<file path="src/hdl/cpfm_pkg.sv">
// Widths, types and constants of the capture period frequency meter.
// Used by the top level and by its checker; depends on nothing.
package cpfm_pkg;

  localparam int ChanW = 2;
  localparam int CaptureW = 16;
  localparam int PeriodW = 17;
  localparam int FreqW = 27;
  localparam int CounterBits = 16;

  typedef logic [ChanW-1:0] chan_t;
  typedef logic [CaptureW-1:0] capture_t;
  typedef logic [PeriodW-1:0] period_t;
  typedef logic [FreqW-1:0] freq_t;
  typedef logic [CounterBits-1:0] count_t;

  localparam freq_t TickRateReset = 27'd1000000;
  localparam period_t PeriodMax = period_t'(1) << CounterBits;

endpackage

</file>
<file path="src/hdl/capture_period_frequency_meter.sv">
// Channel   | Signals                                  | Direction
// cfg       | cfg_valid, cfg_ready, cfg_data           | in  (tick_rate_hz)
// capture   | in_valid, in_ready, channel, capture_value | in
// result    | out_valid, out_ready, out_channel, period_ticks, frequency_hz | out
//
// A first capture of a channel only stores its value. A second capture forms the
// period, runs 27 steps of a shared restoring divider, then delivers the result.
// Reset clears the pairing state and result valid flag and presets the tick rate.
// A result that waits on out_ready holds the divider, and in_ready is low meanwhile.
// Depends on cpfm_pkg; NUM_CHANNELS may range from 1 to 4.
module capture_period_frequency_meter #(
  parameter int NUM_CHANNELS = 4
) (
  input  logic                        clk,
  input  logic                        rst,
  input  logic                        cfg_valid,
  output logic                        cfg_ready,
  input  logic [cpfm_pkg::FreqW-1:0]  cfg_data,
  input  logic                        in_valid,
  output logic                        in_ready,
  input  logic [cpfm_pkg::ChanW-1:0]  channel,
  input  logic [cpfm_pkg::CaptureW-1:0] capture_value,
  output logic                        out_valid,
  input  logic                        out_ready,
  output logic [cpfm_pkg::ChanW-1:0]  out_channel,
  output logic [cpfm_pkg::PeriodW-1:0] period_ticks,
  output logic [cpfm_pkg::FreqW-1:0]  frequency_hz
);

  localparam int IdxW = (NUM_CHANNELS > 1) ? $clog2(NUM_CHANNELS) : 1;
  localparam int StepW = $clog2(cpfm_pkg::FreqW);
  localparam logic [StepW-1:0] LastStep = StepW'(cpfm_pkg::FreqW - 1);

  localparam logic [1:0] ST_IDLE = 2'd0;
  localparam logic [1:0] ST_DIVIDE = 2'd1;
  localparam logic [1:0] ST_DELIVER = 2'd2;

  logic [1:0] state;
  logic [StepW-1:0] step;
  cpfm_pkg::freq_t tick_rate;
  logic [NUM_CHANNELS-1:0] awaiting_second;
  cpfm_pkg::count_t first_capture [NUM_CHANNELS];
  cpfm_pkg::freq_t quo;
  logic [cpfm_pkg::PeriodW-1:0] rem;
  cpfm_pkg::period_t divisor;
  cpfm_pkg::chan_t chan_hold;

  logic accept;
  logic in_range;
  logic [IdxW-1:0] idx;
  cpfm_pkg::count_t cap_low;
  cpfm_pkg::count_t diff;
  logic [cpfm_pkg::PeriodW:0] rem_shift;
  logic [cpfm_pkg::PeriodW:0] rem_sub;
  logic fits;

  assign cfg_ready = 1'b1;
  assign in_ready = (state == ST_IDLE);
  assign accept = in_valid && in_ready;
  assign in_range = ({3'b000, channel} < 5'(NUM_CHANNELS));
  assign idx = IdxW'(channel);
  assign cap_low = cpfm_pkg::CounterBits'(capture_value);
  assign diff = cap_low - first_capture[idx];

  assign rem_shift = {rem, quo[cpfm_pkg::FreqW-1]};
  assign rem_sub = rem_shift - {1'b0, divisor};
  assign fits = (rem_shift >= {1'b0, divisor});

  always_ff @(posedge clk) begin
    if (rst) begin
      tick_rate <= cpfm_pkg::TickRateReset;
    end else if (cfg_valid) begin
      tick_rate <= cfg_data;
    end
  end

  always_ff @(posedge clk) begin
    if (rst) begin
      state <= ST_IDLE;
      awaiting_second <= '0;
      out_valid <= 1'b0;
      step <= '0;
    end else begin
      if (state == ST_DELIVER && (!out_valid || out_ready)) begin
        out_valid <= 1'b1;
      end else if (out_valid && out_ready) begin
        out_valid <= 1'b0;
      end
      case (state)
        ST_IDLE: begin
          if (accept && in_range) begin
            awaiting_second[idx] <= !awaiting_second[idx];
            if (awaiting_second[idx]) begin
              state <= ST_DIVIDE;
              step <= '0;
            end
          end
        end
        ST_DIVIDE: begin
          if (step == LastStep) begin
            state <= ST_DELIVER;
          end else begin
            step <= step + 1'b1;
          end
        end
        ST_DELIVER: begin
          if (!out_valid || out_ready) begin
            state <= ST_IDLE;
          end
        end
        default: begin
          state <= ST_IDLE;
        end
      endcase
    end
  end

  always_ff @(posedge clk) begin
    if (state == ST_IDLE && accept && in_range) begin
      if (!awaiting_second[idx]) begin
        first_capture[idx] <= cap_low;
      end else begin
        divisor <= {(diff == '0), diff};
        quo <= tick_rate;
        rem <= '0;
        chan_hold <= channel;
      end
    end else if (state == ST_DIVIDE) begin
      rem <= fits ? rem_sub[cpfm_pkg::PeriodW-1:0] : rem_shift[cpfm_pkg::PeriodW-1:0];
      quo <= {quo[cpfm_pkg::FreqW-2:0], fits};
    end
  end

  always_ff @(posedge clk) begin
    if (state == ST_DELIVER && (!out_valid || out_ready)) begin
      out_channel <= chan_hold;
      period_ticks <= divisor;
      frequency_hz <= quo;
    end
  end

endmodule

</file>
<file path="config.mk">
export PLATFORM = sky130hd
export DESIGN_NAME = capture_period_frequency_meter
export DESIGN_NICKNAME = d
export VERILOG_FILES = /design/src/hdl/cpfm_pkg.sv /design/src/hdl/capture_period_frequency_meter.sv
export SDC_FILE = /design/constraint.sdc
export NUM_CORES = 1
export LEC_CHECK = 0
export ABC_AREA = 1
export BUFFER_PORTS_ARGS = -buffer_cell sky130_fd_sc_hd__buf_2
export CAP_MARGIN = 20
export CELL_PAD_IN_SITES_DETAIL_PLACEMENT = 1
export CELL_PAD_IN_SITES_GLOBAL_PLACEMENT = 1
export CORE_MARGIN = 1
export CORE_UTILIZATION = 40
export DETAILED_ROUTE_END_ITERATION = 8
export PLACE_DENSITY = 0.75
export SYNTH_ARGS = -nofsm -noshare
export SYNTH_HDL_FRONTEND = slang
export SYNTH_SLANG_ARGS = --single-unit
</file>
<file path="constraint.sdc">
create_clock -name clk -period 7.1 [get_ports clk]
set_input_delay 0.71 -clock clk [delete_from_list [all_inputs] [get_ports clk]]
set_output_delay 0.71 -clock clk [all_outputs]
set_load 0.05 [all_outputs]
</file>
==> results.json <==
{
  "status": "complete, no violations",
  "place_inst": 1358,
  "holdPathStages": 3,
  "setup-tns-final_ns": 0,
  "reg2reg_from": "state[0]",
  "drv_slew": 0,
  "fp.dieW_um": 158,
  "die_area_um2": 25000,
  "firstDrtPassIters": 5,
  "synth_top_family_by_area": "simple AND/OR/NAND/NOR gates",
  "rrSetupSlack_ns": 4.18,
  "finalSetupViolCount": 0,
  "startpoint_type": "input pin",
  "h-tree-depth": 1,
  "globalplace.congestion": 0.831,
  "critical_path_required_ns": 7.47,
  "synth_mux_area_frac": 0,
  "synthSimpleGateAreaFrac": 0.197,
  "core_area_um2": 23700,
  "num_rows": 56,
  "die_h_um": 158,
  "drtIter0Drc": 332,
  "ios": 99,
  "finalNonFillerCells": 1402,
  "hold_path_class": "input pin to register",
  "fin_crit_ns": 3.13,
  "clkSlewWorstSetupHoldPaths_ns": 0.06,
  "hold_viol": 0,
  "via_per_inst": 4.91,
  "syn_avg_cell_area_um2": 10.1,
  "cp_common_cell": "nor2_1",
  "routed-via-count": 6883,
  "synth_compound_area_frac": 0.0729,
  "path_cells": "buf_2 -> inv_1 -> nor2_2 -> a22oi_1 -> nand2_1 -> ha_1 -> inv_1 -> fa_1 -> or2_2 -> nor2_1 -> nand3_1 -> nor2_1 -> nand3_1 -> nor2_1 -> nand2_1 -> nor2_1",
  "synth_top_area_share": 0.534,
  "fin_skew_ns": 0.0156,
  "timing.final.ws_setup_ns": 3.97,
  "seqCellArea_um2": 5980,
  "netlist_area_um2": 9730,
  "synth_xor_area_frac": 0.0117,
  "r2r_end": "divisor[12]",
  "cap_violations": 0,
  "path_delay_family": "simple AND/OR/NAND/NOR gates",
  "portBuffers": 97,
  "drive_above_1_share": 0.170,
  "grt_overflow": 0,
  "cts_setup_buffers": 0,
  "max-vdd-ir-drop_uv": 224,
  "max_clock_freq_ghz": 0.320,
  "reg2reg_depth": 6,
  "async_reset_ff_frac": 0,
  "min_from": "cfg_data[9]",
  "synth.distinct_cells": 46,
  "multi_input_area_um2": 3240,
  "cts_resized": 0,
  "syn-num-nets": 1049,
  "grt_pass1_vias": 7327,
  "synth_top_area_cell": "edfxtp_1",
  "cp.arrival_ns": 3.49,
  "netlist_instances": 962,
  "dp_hpwl_um": 16300,
  "place_ws_ns": 3.48,
  "fillers": 2689,
  "worst_path_max_delay_cell": "nor2_2",
  "worstSkewPairLatency_ns": 0.52,
  "area_growth_pct": 16.9,
  "synth_flop_cell": "edfxtp_1",
  "ys_seq_area_frac": 0.614,
  "cts_buffers": 23,
  "drc": 0,
  "path_class": "input pin to register",
  "ys_seq_elements": 212,
  "root_buffer": "clkbuf_16",
  "grt_max_degree": 51,
  "synthAdderAreaFrac": 0.0491,
  "initial_core_util": 0.411,
  "grt_antenna_before_repair": 1,
  "finalInstanceArea_um2": 11400,
  "min_period_over_period": 0.440,
  "synth_area_leaders": "edfxtp_1 53%, nand2_1 9.7%, dfxtp_1 8.0%, ha_1 4.5%, nor2_1 4.2%",
  "crit_buf_inv": 3,
  "clock_path_buffers": 3,
  "ys_warn_count": 0,
  "nNetsFinal": 1152,
  "worstSetupEndpointType": "register",
  "rsz0062_at_grt": "no",
  "worst-slew-pin-transition_ns": 0.954,
  "slew_headroom": 0.364,
  "grt_pass1_wl_um": 37200,
  "synth_edf_count": 173,
  "mostFrequentLayoutCell": "nand2_1",
  "cts_tree": "yes",
  "mostFrequentLayoutCells": "250 x nand2_1, 173 x edfxtp_1, 109 x nor2_1",
  "cp_max_fo": 17,
  "track_usage": 0.192,
  "postCtsHoldBufs": 0,
  "clock_sinks": 212,
  "power.density_nw_per_um2": 265,
  "placed_cell_area_um2": 10500,
  "cp.depth": 16,
  "wl_um": 22600,
  "ant_nets": 0,
  "slowest_delay_ns": 0.59,
  "routedWlPerCell_um": 16.1,
  "leakagePower_nw": 4.89,
  "hold_end": "tick_rate[9]"
}
power breakdown:
group / switching (W) / leakage, nW / internal, W
Clock: 0.000487 / 0.398 / 0.000768
Combinational: 0.000225 / 2.59 / 0.000111
Sequential: 0.0000213 / 1.90 / 0.00140
Total: 0.000734 / 4.89 / 0.00228
cell type report:
type | instances | area share
antenna | 1 | 0.000220
clock inverter | 14 | 0.0168
timing repair buffer | 104 | 0.0484
sequential | 212 | 0.525
multi-input combinational | 617 | 0.285
tap | 319 | 0.0351
clock buffer | 28 | 0.0540
inverter | 107 | 0.0353
metrics by stage:
step	total power [W]	hold WS (ns)	utilization
2_1_floorplan	0.00168	0.400	-
4_1_cts	0.00305	0.381	0.479
5_1_grt	0.00315	0.400	0.480
3_5_place_dp	0.00178	0.413	0.445
6_report	0.00301	0.404	0.480
3_3_place_gp	0.00177	0.401	0.445
synthesized netlist by cell type, types with 3 or more instances:
library cell and n:
o21ai_0 30, nor3_1 5, nor2_1 109, o21ai_1 13, ha_1 35, nand3_1 43, nor2_2 13, nand2_1 252
buf_1 3, inv_1 104, a21o_1 3, a221oi_1 14, dfxtp_1 39, nand2_2 11, a22o_1 14, edfxtp_1 173
buf_6 3, xor2_1 13, a21oi_1 33, clkbuf_1 16
worst reg2reg max path: stages, from the launching register on:
cell and delay (ns):
dfxtp_1 0.34, nor2_1 0.20, nand2_2 0.06, buf_4 0.29
inv_1 0.82, nand2_2 0.24, inv_1 0.60
layer usage:
layer	track usage	wire, µm
met5	0	0
met1	0.241	9940
met2	0.345	11500
met4	0.0449	348
met3	0.0293	820
cell families after synthesis:
kind of cell / after synthesis
AO/OA/AOI/OAI: 115
adder cells (fa/ha/maj): 37
AND/OR/NAND/NOR: 451
buffers and inverters: 133
flip-flops: 212
XOR/XNOR: 13
other: 1
registers in the layout, summed over array words and instances (netlist names):
| signal | flops |
|---|---|
| awaiting_second | 4 |
| chan_hold | 2 |
| divisor | 17 |
| first_capture | 64 |
| frequency_hz | 27 |
| out_channel | 2 |
| out_valid | 1 |
| period_ticks | 17 |
| quo | 27 |
| rem | 17 |
| state | 2 |
| step | 5 |
| tick_rate | 27 |
worst max path at each step:
stage	start	to	slack (ns)
3_5_place_dp	channel[0]	divisor[16]	3.48
2_1_floorplan	out_ready	frequency_hz[0]	2.69
5_1_grt	channel[0]	divisor[16]	3.68
4_1_cts	state[0]	rem[16]	3.81
3_3_place_gp	channel[0]	divisor[16]	3.59
6_report	channel[0]	divisor[16]	3.97
No activity file was read; power rests on OpenSTA's default activity.
